[src/design/clcd_pkg.sv]
// Shared constants, codes and types for the character LCD write sequencer.
package clcd_pkg;

  // Default display width in characters per line
  localparam int unsigned CLCD_COLUMNS = 16;

  // Item fields and configuration port sizes
  localparam int unsigned ACTION_W  = 2;
  localparam int unsigned BYTE_W    = 8;
  localparam int unsigned LINE_W    = 2;
  localparam int unsigned TICKS_W   = 16;
  localparam int unsigned APB_DW    = 32;
  localparam int unsigned APB_AW    = 5;
  localparam int unsigned NUM_SLOTS = 3;

  // Nibble masks for the four-bit bus
  localparam logic [BYTE_W-1:0] HI_NIB_MASK = 8'b1111_0000;
  localparam logic [BYTE_W-1:0] LO_NIB_MASK = 8'b0000_1111;

  // Configuration register defaults
  localparam logic [BYTE_W-1:0]  FIRST_BASE_RST  = 8'd128;
  localparam logic [BYTE_W-1:0]  SECOND_BASE_RST = 8'd192;
  localparam logic [BYTE_W-1:0]  CLEAR_CODE_RST  = 8'd1;
  localparam logic [TICKS_W-1:0] PULSE_TICKS_RST = 16'd100;
  localparam logic [TICKS_W-1:0] WAIT_TICKS_RST  = 16'd1000;

  // Register select values on the LCD bus
  localparam logic RS_CMD  = 1'b0;
  localparam logic RS_DATA = 1'b1;

  // Input item kinds
  typedef enum logic [ACTION_W-1:0] {
    ACT_CHAR  = 2'd0,
    ACT_CMD   = 2'd1,
    ACT_CLEAR = 2'd2,
    ACT_GOTO  = 2'd3
  } action_t;

  // Configuration register indexes (byte address bits 4:2)
  typedef enum logic [2:0] {
    REG_BUS_MODE    = 3'd0,
    REG_FIRST_BASE  = 3'd1,
    REG_SECOND_BASE = 3'd2,
    REG_CLEAR_CODE  = 3'd3,
    REG_PULSE_TICKS = 3'd4,
    REG_WAIT_TICKS  = 3'd5
  } reg_idx_t;

  // Byte list built for one accepted item, emitted slot 0 first
  typedef struct packed {
    logic [NUM_SLOTS-1:0][BYTE_W-1:0] bytes;
    logic [NUM_SLOTS-1:0]             rs;
    logic [1:0]                       last_slot;
    logic                             nibble_mode;
  } plan_t;

endpackage

[src/design/clcd_ifs.sv]
// Valid/ready channel interfaces for sequencer items and LCD bus transfers.
interface clcd_in_if import clcd_pkg::*; ();
  logic                valid;
  logic                ready;
  logic [ACTION_W-1:0] action;
  logic [BYTE_W-1:0]   byte_value;
  logic [LINE_W-1:0]   line_select;
  logic [BYTE_W-1:0]   column_position;
  logic                string_start;

  modport source (output valid, action, byte_value, line_select, column_position,
                  string_start, input ready);
  modport sink   (input valid, action, byte_value, line_select, column_position,
                  string_start, output ready);
endinterface

interface clcd_out_if import clcd_pkg::*; ();
  logic              valid;
  logic              ready;
  logic              register_select;
  logic [BYTE_W-1:0] bus_value;
  logic              last;

  modport source (output valid, register_select, bus_value, last, input ready);
  modport sink   (input valid, register_select, bus_value, last, output ready);
endinterface

[src/design/char_lcd_write_sequencer.sv]
// Top level of the character LCD write sequencer: decode, plan register and transfer emitter.
//
// Usage:
//   in_ch  takes one item per transaction: a string character, a raw command,
//          a clear screen or a goto (line, column).
//   out_ch gives LCD bus transfers (register select, bus byte, last). In
//          eight-bit mode each byte is one transfer; in four-bit mode it is
//          the upper nibble then the lower nibble, both on bits 7:4.
//   psel/penable/pwrite/paddr/pwdata/prdata/pready is the register port;
//          register i sits at byte address 4*i. Write it only while idle.
// Timing: the first transfer of an item is valid the cycle after it is
//   accepted. One transfer per cycle while out_ch.ready is high; an item gives
//   up to three bytes, two transfers each in four-bit mode. An item with no
//   transfer, such as a goto out of range, leaves no plan pending. The next
//   item is accepted in the cycle its predecessor's last transfer is taken.
// Reset: clears the character count, the line-two flag, the pending plan and
//   sets all registers to their defaults.
// Stall: while out_ch.ready is low the current transfer holds and in_ch.ready
//   stays low once a plan is pending.
module char_lcd_write_sequencer import clcd_pkg::*; #(
  parameter int unsigned COLUMNS = CLCD_COLUMNS
) (
  input  logic              clk,
  input  logic              rst_n,
  clcd_in_if.sink           in_ch,
  clcd_out_if.source        out_ch,
  input  logic              psel,
  input  logic              penable,
  input  logic              pwrite,
  input  logic [APB_AW-1:0] paddr,
  input  logic [APB_DW-1:0] pwdata,
  output logic [APB_DW-1:0] prdata,
  output logic              pready
);

  localparam int unsigned CNT_W = $clog2(2 * COLUMNS + 1);
  localparam logic [CNT_W-1:0]  COL_LIM  = CNT_W'(COLUMNS);
  localparam logic [CNT_W-1:0]  FULL_LIM = CNT_W'(2 * COLUMNS);
  localparam logic [BYTE_W-1:0] COL_MAX  = BYTE_W'(COLUMNS);

  // Configuration registers
  logic               bus_mode_r;
  logic [BYTE_W-1:0]  first_base_r;
  logic [BYTE_W-1:0]  second_base_r;
  logic [BYTE_W-1:0]  clear_code_r;
  logic [TICKS_W-1:0] pulse_ticks_r;
  logic [TICKS_W-1:0] wait_ticks_r;

  // String state
  logic [CNT_W-1:0] cnt_r, cnt_nxt;
  logic             line2_r, line2_nxt;

  // Pending plan and emitter position
  plan_t      plan_r, plan_nxt;
  logic       valid_r;
  logic [1:0] slot_r;
  logic       phase_r;

  logic             in_acc, out_acc, is_last, plan_has;
  logic [CNT_W-1:0] cnt_eff;
  logic             line2_eff;
  reg_idx_t         reg_idx;
  logic [BYTE_W-1:0] cur_byte;

  assign reg_idx = reg_idx_t'(paddr[4:2]);
  assign pready  = 1'b1;

  // Register writes
  always_ff @(posedge clk) begin
    if (!rst_n) begin
      bus_mode_r    <= 1'b0;
      first_base_r  <= FIRST_BASE_RST;
      second_base_r <= SECOND_BASE_RST;
      clear_code_r  <= CLEAR_CODE_RST;
      pulse_ticks_r <= PULSE_TICKS_RST;
      wait_ticks_r  <= WAIT_TICKS_RST;
    end else if (psel && penable && pwrite && pready) begin
      unique case (reg_idx)
        REG_BUS_MODE:    bus_mode_r    <= pwdata[0];
        REG_FIRST_BASE:  first_base_r  <= pwdata[BYTE_W-1:0];
        REG_SECOND_BASE: second_base_r <= pwdata[BYTE_W-1:0];
        REG_CLEAR_CODE:  clear_code_r  <= pwdata[BYTE_W-1:0];
        REG_PULSE_TICKS: pulse_ticks_r <= pwdata[TICKS_W-1:0];
        REG_WAIT_TICKS:  wait_ticks_r  <= pwdata[TICKS_W-1:0];
        default: ;
      endcase
    end
  end

  // Register reads
  always_comb begin
    prdata = '0;
    unique case (reg_idx)
      REG_BUS_MODE:    prdata = APB_DW'(bus_mode_r);
      REG_FIRST_BASE:  prdata = APB_DW'(first_base_r);
      REG_SECOND_BASE: prdata = APB_DW'(second_base_r);
      REG_CLEAR_CODE:  prdata = APB_DW'(clear_code_r);
      REG_PULSE_TICKS: prdata = APB_DW'(pulse_ticks_r);
      REG_WAIT_TICKS:  prdata = APB_DW'(wait_ticks_r);
      default:         prdata = '0;
    endcase
  end

  // Current transfer
  assign cur_byte = plan_r.bytes[slot_r];
  assign is_last  = (slot_r == plan_r.last_slot) && (!plan_r.nibble_mode || phase_r);

  always_comb begin
    out_ch.valid           = valid_r;
    out_ch.register_select = plan_r.rs[slot_r];
    out_ch.last            = is_last;
    if (!plan_r.nibble_mode) begin
      out_ch.bus_value = cur_byte;
    end else if (phase_r) begin
      out_ch.bus_value = {cur_byte[3:0], 4'b0000};
    end else begin
      out_ch.bus_value = cur_byte & HI_NIB_MASK;
    end
  end

  assign out_acc     = valid_r && out_ch.ready;
  assign in_ch.ready = !valid_r || (out_ch.ready && is_last);
  assign in_acc      = in_ch.valid && in_ch.ready;

  // Decode the incoming item into a byte list and the next string state
  assign cnt_eff   = in_ch.string_start ? '0 : cnt_r;
  assign line2_eff = in_ch.string_start ? 1'b0 : line2_r;

  always_comb begin
    plan_nxt             = '0;
    plan_nxt.nibble_mode = bus_mode_r;
    plan_has             = 1'b1;
    cnt_nxt              = cnt_r;
    line2_nxt            = line2_r;
    case (action_t'(in_ch.action))
      ACT_CHAR: begin
        if (cnt_eff >= COL_LIM && cnt_eff < FULL_LIM && !line2_eff) begin
          plan_nxt.bytes[0]  = second_base_r;
          plan_nxt.bytes[1]  = in_ch.byte_value;
          plan_nxt.rs[1]     = RS_DATA;
          plan_nxt.last_slot = 2'd1;
          cnt_nxt            = cnt_eff + CNT_W'(1);
          line2_nxt          = 1'b1;
        end else if (cnt_eff >= FULL_LIM) begin
          plan_nxt.bytes[0]  = clear_code_r;
          plan_nxt.bytes[1]  = first_base_r;
          plan_nxt.bytes[2]  = in_ch.byte_value;
          plan_nxt.rs[2]     = RS_DATA;
          plan_nxt.last_slot = 2'd2;
          cnt_nxt            = CNT_W'(1);
          line2_nxt          = 1'b0;
        end else begin
          plan_nxt.bytes[0]  = in_ch.byte_value;
          plan_nxt.rs[0]     = RS_DATA;
          cnt_nxt            = cnt_eff + CNT_W'(1);
          line2_nxt          = line2_eff;
        end
      end
      ACT_CMD: begin
        plan_nxt.bytes[0] = in_ch.byte_value;
      end
      ACT_CLEAR: begin
        plan_nxt.bytes[0]  = clear_code_r;
        plan_nxt.bytes[1]  = first_base_r;
        plan_nxt.last_slot = 2'd1;
      end
      default: begin
        // Drop a goto outside the display
        plan_has = (in_ch.column_position < COL_MAX) && (in_ch.line_select <= 2'd1);
        plan_nxt.bytes[0] = ((in_ch.line_select == 2'd0) ? first_base_r : second_base_r)
                            + in_ch.column_position;
      end
    endcase
  end

  // String state advances on each accepted item
  always_ff @(posedge clk) begin
    if (!rst_n) begin
      cnt_r   <= '0;
      line2_r <= 1'b0;
    end else if (in_acc) begin
      cnt_r   <= cnt_nxt;
      line2_r <= line2_nxt;
    end
  end

  // Load a new plan, or advance through the pending one
  always_ff @(posedge clk) begin
    if (!rst_n) begin
      valid_r <= 1'b0;
      slot_r  <= '0;
      phase_r <= 1'b0;
    end else if (in_acc) begin
      valid_r <= plan_has;
      slot_r  <= '0;
      phase_r <= 1'b0;
    end else if (out_acc) begin
      if (is_last) begin
        valid_r <= 1'b0;
      end else if (plan_r.nibble_mode && !phase_r) begin
        phase_r <= 1'b1;
      end else begin
        phase_r <= 1'b0;
        slot_r  <= slot_r + 2'd1;
      end
    end
  end

  // Hold plan payload
  always_ff @(posedge clk) begin
    if (in_acc) begin
      plan_r <= plan_nxt;
    end
  end

  // Emitter never runs past the final slot of its plan
  a_slot_range: assert property (@(posedge clk) disable iff (!rst_n)
    valid_r |-> slot_r <= plan_r.last_slot)
    else $error("emitter slot beyond plan");

  // Lower-nibble phase only exists on the four-bit bus
  a_phase_mode: assert property (@(posedge clk) disable iff (!rst_n)
    (valid_r && phase_r) |-> plan_r.nibble_mode)
    else $error("nibble phase in eight-bit mode");

  // Character count stays within two lines
  a_cnt_bound: assert property (@(posedge clk) disable iff (!rst_n)
    cnt_r <= FULL_LIM)
    else $error("character count out of range");

  // Final transfer taken with no new item empties the emitter
  a_drain: assert property (@(posedge clk) disable iff (!rst_n)
    (out_acc && is_last && !in_acc) |=> !valid_r)
    else $error("plan still pending after last transfer");

  // A stalled transfer keeps the emitter position and stays valid
  a_hold: assert property (@(posedge clk) disable iff (!rst_n)
    (valid_r && !out_ch.ready) |=> ($stable(slot_r) && $stable(phase_r) && valid_r))
    else $error("emitter moved while stalled");

endmodule

[src/flat_wrapper.sv]
// flat-port wrapper written by rule: the top's interface ports become plain ports
module char_lcd_write_sequencer_flat import clcd_pkg::*;
#(
  parameter int unsigned COLUMNS = CLCD_COLUMNS
)
  (clk, rst_n, psel, penable, pwrite, paddr, pwdata, prdata, pready, in_ch_valid, in_ch_action, in_ch_byte_value, in_ch_line_select, in_ch_column_position, in_ch_string_start, in_ch_ready, out_ch_valid, out_ch_register_select, out_ch_bus_value, out_ch_last, out_ch_ready);
  clcd_in_if in_ch_i ();
  clcd_out_if out_ch_i ();
  input  logic clk;
  input  logic rst_n;
  input  logic psel;
  input  logic penable;
  input  logic pwrite;
  input  logic [APB_AW-1:0] paddr;
  input  logic [APB_DW-1:0] pwdata;
  output logic [APB_DW-1:0] prdata;
  output logic pready;
  input wire logic [$bits(in_ch_i.valid)-1:0] in_ch_valid;
  input wire logic [$bits(in_ch_i.action)-1:0] in_ch_action;
  input wire logic [$bits(in_ch_i.byte_value)-1:0] in_ch_byte_value;
  input wire logic [$bits(in_ch_i.line_select)-1:0] in_ch_line_select;
  input wire logic [$bits(in_ch_i.column_position)-1:0] in_ch_column_position;
  input wire logic [$bits(in_ch_i.string_start)-1:0] in_ch_string_start;
  output wire logic [$bits(in_ch_i.ready)-1:0] in_ch_ready;
  output wire logic [$bits(out_ch_i.valid)-1:0] out_ch_valid;
  output wire logic [$bits(out_ch_i.register_select)-1:0] out_ch_register_select;
  output wire logic [$bits(out_ch_i.bus_value)-1:0] out_ch_bus_value;
  output wire logic [$bits(out_ch_i.last)-1:0] out_ch_last;
  input wire logic [$bits(out_ch_i.ready)-1:0] out_ch_ready;
  assign in_ch_i.valid = in_ch_valid;
  assign in_ch_i.action = in_ch_action;
  assign in_ch_i.byte_value = in_ch_byte_value;
  assign in_ch_i.line_select = in_ch_line_select;
  assign in_ch_i.column_position = in_ch_column_position;
  assign in_ch_i.string_start = in_ch_string_start;
  assign in_ch_ready = in_ch_i.ready;
  assign out_ch_valid = out_ch_i.valid;
  assign out_ch_register_select = out_ch_i.register_select;
  assign out_ch_bus_value = out_ch_i.bus_value;
  assign out_ch_last = out_ch_i.last;
  assign out_ch_i.ready = out_ch_ready;
  char_lcd_write_sequencer #(.COLUMNS(COLUMNS)) u_core (.clk(clk), .rst_n(rst_n), .in_ch(in_ch_i), .out_ch(out_ch_i), .psel(psel), .penable(penable), .pwrite(pwrite), .paddr(paddr), .pwdata(pwdata), .prdata(prdata), .pready(pready));
endmodule
[config.mk]
export PLATFORM = sky130hd
export DESIGN_NAME = char_lcd_write_sequencer_flat
export DESIGN_NICKNAME = d
export VERILOG_FILES = /design/src/design/clcd_pkg.sv /design/src/design/clcd_ifs.sv /design/src/design/char_lcd_write_sequencer.sv /design/src/flat_wrapper.sv
export SDC_FILE = /design/constraint.sdc
export NUM_CORES = 1
export LEC_CHECK = 0
export BUFFER_PORTS_ARGS = -buffer_cell sky130_fd_sc_hd__buf_2
export CORE_MARGIN = 2
export CORE_UTILIZATION = 50
export CTS_CLUSTER_DIAMETER = 30
export DETAILED_ROUTE_END_ITERATION = 10
export GPL_ROUTABILITY_DRIVEN = 1
export PLACE_DENSITY = 0.88
export SYNTH_ARGS = -nofsm -noshare
export SYNTH_HDL_FRONTEND = slang
export SYNTH_SLANG_ARGS = --single-unit
[constraint.sdc]
create_clock -name clk -period 2.9 [get_ports clk]
set_input_delay 0.435 -clock clk [delete_from_list [all_inputs] [get_ports clk]]
set_output_delay 0.435 -clock clk [all_outputs]
set_load 0.01 [all_outputs]
==> results.yml, run 1 <==
status:
  status: "completed"
floorplan:
  core_mm2: 0.0103
  io_pins: 110
  rows: 37
  die_h_um: 107
  dieArea_mm2: 0.0114
  fp.dieW_um: 107
  initial_core_util: 0.512
pwr:
  internal_power_mw: 1.98
  seq_power_share: 0.548
  swShare: 0.259
  p_leak_nw: 2.34
  comb_power_share: 0.118
  p_sw_uw: 693
  power_frac_clock: 0.334
  power_density_mw_per_mm2: 452
  max-vdd-ir-drop_mv: 0.280
critical_path:
  r2r-start: "u_core.first_base_r[0]$_SDFFE_PN0P_"
  cp-start-kind: "input port"
  cp-end-kind: "flop"
  crit_type: "input port to flop"
  required_ns: 3.11
  reg2reg_setup_slack_ns: 0.53
  cp.arrival_ns: 2.76
  worstReg2RegEnd: "u_core.plan_r[12]$_DFFE_PP_"
  path_max_fanout: 7
  worst_r2r_path_depth: 8
final_layout:
  utilization: 0.575
  mostFrequentLayoutCells: "nand2_1, buf_2, dfxtp_1"
  final-instance-count-excl-fill: 763
  nets: 698
  layout_commonest_cell: "nand2_1"
  fillers: 884
  diodes: 0
  drive_above_1_share: 0.198
  synthToLayoutAreaGrowth_pct: 12.4
global_routing:
  grt_max_degree: 69
  grt_pass1_vias: 4029
  grt_overflow_total: 0
  antenna_found_initial: 0
  grt_pass1_wl_um: 19400
  track_usage: 0.211
clocking:
  cts_max_level: 3
  cts_sinks: 98
  holdBufCountCts: 0
  post_cts_buffers: 0
  cts.clk_slew.worst_paths_ns: 0.10
  cts_tree: "built"
  cts-buffers-inserted: 9
  cts_resized: 0
  cts_buffer_depth: 2
  clockRootBuffer: "clkbuf_8"
  clk_latency_ns: 0.36
placement:
  dp.cells: 747
  numPortBuffers: 74
  detailed_place_hpwl_um: 8890
  dp_slack_ns: 0.0377
  gp_congestion: 0.835
timing:
  slew_headroom: 0.345
  drv_slew: 0
  grt_setup_unrepaired: "no"
  worstMarginPinSlew_ns: 0.983
  max_freq_mhz: 391
  hold_viol: 0
  finalClockSkew_ns: 0.0130
  setup-tns-final_ns: 0
  finalWorstSetupSlack_ns: 0.346
  setup_violations: 0
  fin_crit_ns: 2.55
  min_period_over_period: 0.881
min_path:
  holdPathStages: 3
  hold_end: "u_core.wait_ticks_r[9]$_SDFFE_PN1P_"
  min-delay-start: "pwdata[9]"
  worst_hold_path_type: "input port to flop"
logic_synthesis:
  yosysWarnings: 0
  seq_area_frac_synth: 0.430
  ys.flop_type: "dfxtp_1"
  synth_area_per_cell_um2: 9.43
  ys_ff_latch: 98
  syn_area_mm2: 0.00526
  synth_cell_type_count: 60
  syn_inst: 558
  synthArstFlopShare: 0
  synth_edf_count: 30
routing:
  route.detailed.drc: 0
  ant_nets: 0
  avgRoutedWirePerCell_um: 15.6
  wirelength_um: 11900
  first_pass_iters: 7
  vias: 4285
  drtIter0Drc: 316
  vias_per_cell: 5.62
flow_run:
  maxCapViolCount: 0
[area by class of cell]
| cell class | count | area, um2 | share of cell area |
|---|---|---|---|
| Multi-Input combinational cell | 423 | 2790 | 0.471 |
| Sequential cell | 98 | 2260 | 0.382 |
| Timing Repair Buffer | 86 | 473 | 0.0800 |
| Tap cell | 136 | 170 | 0.0288 |
| Clock buffer | 10 | 128 | 0.0216 |
| Clock inverter | 6 | 78.8 | 0.0133 |
| Inverter | 4 | 15.0 | 0.00254 |
[worst max path at each step]
stage | start | endpoint | slack, ns | cells past startpoint
after floorplan | in_ch_line_select[1] | u_core.plan_r[12]$_DFFE_PP_ | 0.17 | 9
after global placement | in_ch_line_select[1] | u_core.plan_r[12]$_DFFE_PP_ | 0.15 | 10
after detailed placement | in_ch_line_select[1] | u_core.plan_r[12]$_DFFE_PP_ | 0.04 | 10
after CTS | u_core.slot_r[0]$_SDFFE_PP0P_ | out_ch_bus_value[5] | 0.39 | 4
after global routing | u_core.slot_r[0]$_SDFFE_PP0P_ | out_ch_bus_value[5] | 0.13 | 4
final | in_ch_line_select[1] | u_core.plan_r[12]$_DFFE_PP_ | 0.35 | 10
[through the flow]
| stage | cell area, um2 | hold slack, ns | power (mW) |
|---|---|---|---|
| after floorplan | 5320 | 0.421 | 1.70 |
| after global placement | 5710 | 0.440 | 1.80 |
| after detailed placement | 5710 | 0.447 | 1.81 |
| after CTS | 5910 | 0.286 | 2.70 |
| after global routing | 5910 | 0.303 | 2.79 |
| final | 5910 | 0.302 | 2.68 |
[cell families (layout without fill, tap and decap cells)]
logic type,Yosys count,count (layout),synth area share
AOI/OAI and AO/OA,115,115,0.157
and+or+nand+nor,206,206,0.191
DFF,98,98,0.430
muxes,64,64,0.123
buffers and inverters,52,106,0.0525
xor gates and xnor gates,10,10,0.0166
adders and majority gates,11,11,0.0276
other,2,17,0.00143
[metal layers]
layer / vias up / track usage / wire length, um
li1: 2090 / - / -
met1: 1996 / 0.274 / 5130
met2: 186 / 0.354 / 5690
met3: 13 / 0.0474 / 909
met4: 0 / 0.0622 / 146
met5: - / 0 / 0
[power groups by stage]
stage	combinational (mW)	clock, mW	sequential [mW]
detailed placement	0.313	0	1.50
finish	0.317	0.893	1.47
CTS	0.314	0.915	1.47
floorplan	0.212	0	1.49
global placement	0.302	0	1.50
global route	0.348	0.972	1.47
[registers in the layout (all words and copies together) (netlist names)]
register,flops
u_core.bus_mode_r,1
u_core.clear_code_r,8
u_core.cnt_r,6
u_core.first_base_r,8
u_core.line2_r,1
u_core.out_ch.valid,1
u_core.phase_r,1
u_core.plan_r,30
u_core.pulse_ticks_r,16
u_core.second_base_r,8
u_core.slot_r,2
u_core.wait_ticks_r,16
[critical path, cell delays in order]
cell,delay [ns]
buf_2,0.12
nor2_1,0.23
buf_4,0.23
mux2_2,0.37
fa_1,0.44
a21o_1,0.19
a211oi_1,0.35
o21ai_0,0.15
o31a_1,0.12
o21ai_0,0.13
[cell usage after synthesis (4+ instances only)]
cell      count  share of area
buf_4        18          0.026
xor2_1        5         0.0083
mux2_2        7          0.015
inv_1         4         0.0029
a221oi_1      8          0.013
a222oi_1      5         0.0095
mux2i_1      57           0.11
a22o_1        8          0.013
xnor2_1       5         0.0083
ha_1         10          0.024
buf_2         5         0.0048
edfxtp_1     30           0.17
nand3_1      14          0.013
o21ai_0      12          0.011
clkbuf_1     21          0.015
nand2_1      80          0.057
nor2b_1      30          0.036
nor3_1        5         0.0048
nor2_1       44          0.031
a21boi_0     24          0.034
dfxtp_1      68           0.26
a21oi_1      34          0.032
and3_1        9          0.011
No activity file was read; power rests on OpenSTA's default activity.
==> inputs of run 2 (changes only) <==
==> constraint.sdc (replaced) <==
create_clock -name clk -period 2.2 [get_ports clk]
set_input_delay 0.33 -clock clk [delete_from_list [all_inputs] [get_ports clk]]
set_output_delay 0.33 -clock clk [all_outputs]
set_load 0.01 [all_outputs]
==> run 2 against run 1 <==
Sequential power is 31% higher. Non-clock buffer count increased by 32. Clock skew is 0.0017 ns lower. Critical path type is now flop to flop. Critical endpoint unchanged. Highest routed layer unchanged.
==> results.yml, run 2 (same netlist as run 1, synthesis figures left out) <==
pwr:
  p_leak_nw: 2.50
  max-vdd-ir-drop_mv: 0.268
  total_power_mw: 3.65
  power_density_mw_per_mm2: 589
critical_path:
  cp.arrival_ns: 2.33
  required_ns: 2.42
  cp-start-kind: "flop"
  cpMaxStageDelayCell: "fa_2"
  path_delay_family: "compound AO/OA/AOI/OAI gates"
  cp-end-kind: "flop"
  path_max_fanout: 2
  crit_path_cell_trace: "mux2_4 -> ha_2 -> fa_2 -> a21o_1 -> a211oi_2 -> o21ai_1 -> o31a_1 -> o21ai_0"
  crit_type: "flop to flop"
  slowest_delay_ns: 0.34
  critPathBufInv: 0
floorplan:
  rows: 37
  initial_core_util: 0.512
  core_mm2: 0.0103
  fp.dieW_um: 107
  io_pins: 110
  dieArea_mm2: 0.0114
  die_h_um: 107
final_layout:
  reg_top3: "u_core.plan_r x30, u_core.pulse_ticks_r x16, u_core.wait_ticks_r x16"
  mostFrequentLayoutCells: "nand2_1, buf_2, dfxtp_1"
  largest_reg_flops: 30
  nets: 730
  synthToLayoutAreaGrowth_pct: 17.7
  final-instance-count-excl-fill: 795
  diodes: 0
  layout_commonest_cell: "nand2_1"
  regMostFlops: "u_core.plan_r"
  drive_above_1_share: 0.244
  utilization: 0.603
routing:
  drtIter0Drc: 314
  ant_nets: 0
  first_pass_iters: 5
  avgRoutedWirePerCell_um: 16.2
  vias: 4495
  wirelength_um: 12900
  vias_per_cell: 5.65
  route.detailed.drc: 0
clocking:
  cts.clk_slew.worst_paths_ns: 0.10
  cts_tree: "built"
  cts_buffer_depth: 2
  cts_sinks: 98
  clockRootBuffer: "clkbuf_8"
  holdBufCountCts: 0
  post_cts_buffers: 0
  cts_max_level: 3
  clk_latency_ns: 0.37
  cts-buffers-inserted: 9
timing:
  drv_slew: 0
  fin_crit_ns: 2.11
  setup_violations: 0
  worstMarginPinSlew_ns: 0.613
  grt_setup_unrepaired: "no"
  finalClockSkew_ns: 0.0113
  slew_headroom: 0.590
  hold_viol: 0
  min_period_over_period: 0.959
  max_freq_mhz: 474
  finalWorstSetupSlack_ns: 0.0912
  fin_hold_ws_ns: 0.182
min_path:
  worst_hold_path_type: "input port to flop"
global_routing:
  grt_overflow_total: 0
  grt_pass1_vias: 4323
  grt_max_degree: 28
  track_usage: 0.227
  grt_pass1_wl_um: 20800
  antenna_found_initial: 0
flow_run:
  maxCapViolCount: 0
placement:
  dp.cells: 779
  numPortBuffers: 74
  gp_congestion: 0.908
  dp_slack_ns: -0.312
  detailed_place_hpwl_um: 9570
status:
  status: "completed"
==> run 2: metrics by stage <==
stage	TNS, ns	area [um2]
6_report	0	6200
5_1_grt	0	6200
4_1_cts	0	6200
3_5_place_dp	-1.12	5990
3_3_place_gp	-0.788	5990
2_1_floorplan	-0.0601	5360
==> run 2: area by class of cell <==
type | count | area [um2]
Fill cell | 842 | 4080
Multi-Input combinational cell | 423 | 2830
Sequential cell | 98 | 2260
Timing Repair Buffer | 118 | 713
Tap cell | 136 | 170
Clock buffer | 11 | 131
Clock inverter | 5 | 78.8
Inverter | 4 | 15.0
==> run 2: report_power, final <==
group	internal [mW]	leakage [nW]	total, mW	switching, mW
logic	0.187	1.56	0.456	0.268
registers	1.91	0.847	1.93	0.0209
clock network	0.638	0.0972	1.26	0.626
total	2.74	2.50	3.65	0.915
==> run 2: worst reg2reg max path, stage by stage, from the launching register on <==
cell and delay [ns]:
dfxtp_1 0.33, mux2_4 0.27, ha_2 0.19, fa_2 0.34, a21o_1 0.23, a211oi_2 0.25, o21ai_1 0.12, o31a_1 0.11
o21ai_0 0.13
==> run 2: worst paths after layout <==
check	startpoint	slack [ns]	endpoint	cells after the start
setup / recovery	u_core.second_base_r[0]$_SDFFE_PN0P_	0.09	u_core.plan_r[12]$_DFFE_PP_	8
hold / removal	pwdata[8]	0.18	u_core.wait_ticks_r[8]$_SDFFE_PN1P_	3
setup reg to reg	u_core.second_base_r[0]$_SDFFE_PN0P_	0.09	u_core.plan_r[12]$_DFFE_PP_	8
hold reg to reg	u_core.pulse_ticks_r[9]$_SDFFE_PN0P_	0.47	u_core.pulse_ticks_r[9]$_SDFFE_PN0P_	2
==> run 2: timing repair <==
action                     4_1_cts  5_1_grt
hold endpoints to repair         0        0
setup endpoints to repair        0        1
gates resized for setup          0        1
==> run 2: layer usage <==
metal	vias to the layer above	GRT usage	routed length [um]
met5	-	0	0
met4	0	0.0668	179
met3	18	0.0432	1010
met2	205	0.392	6290
met1	2124	0.291	5400
li1	2148	-	-
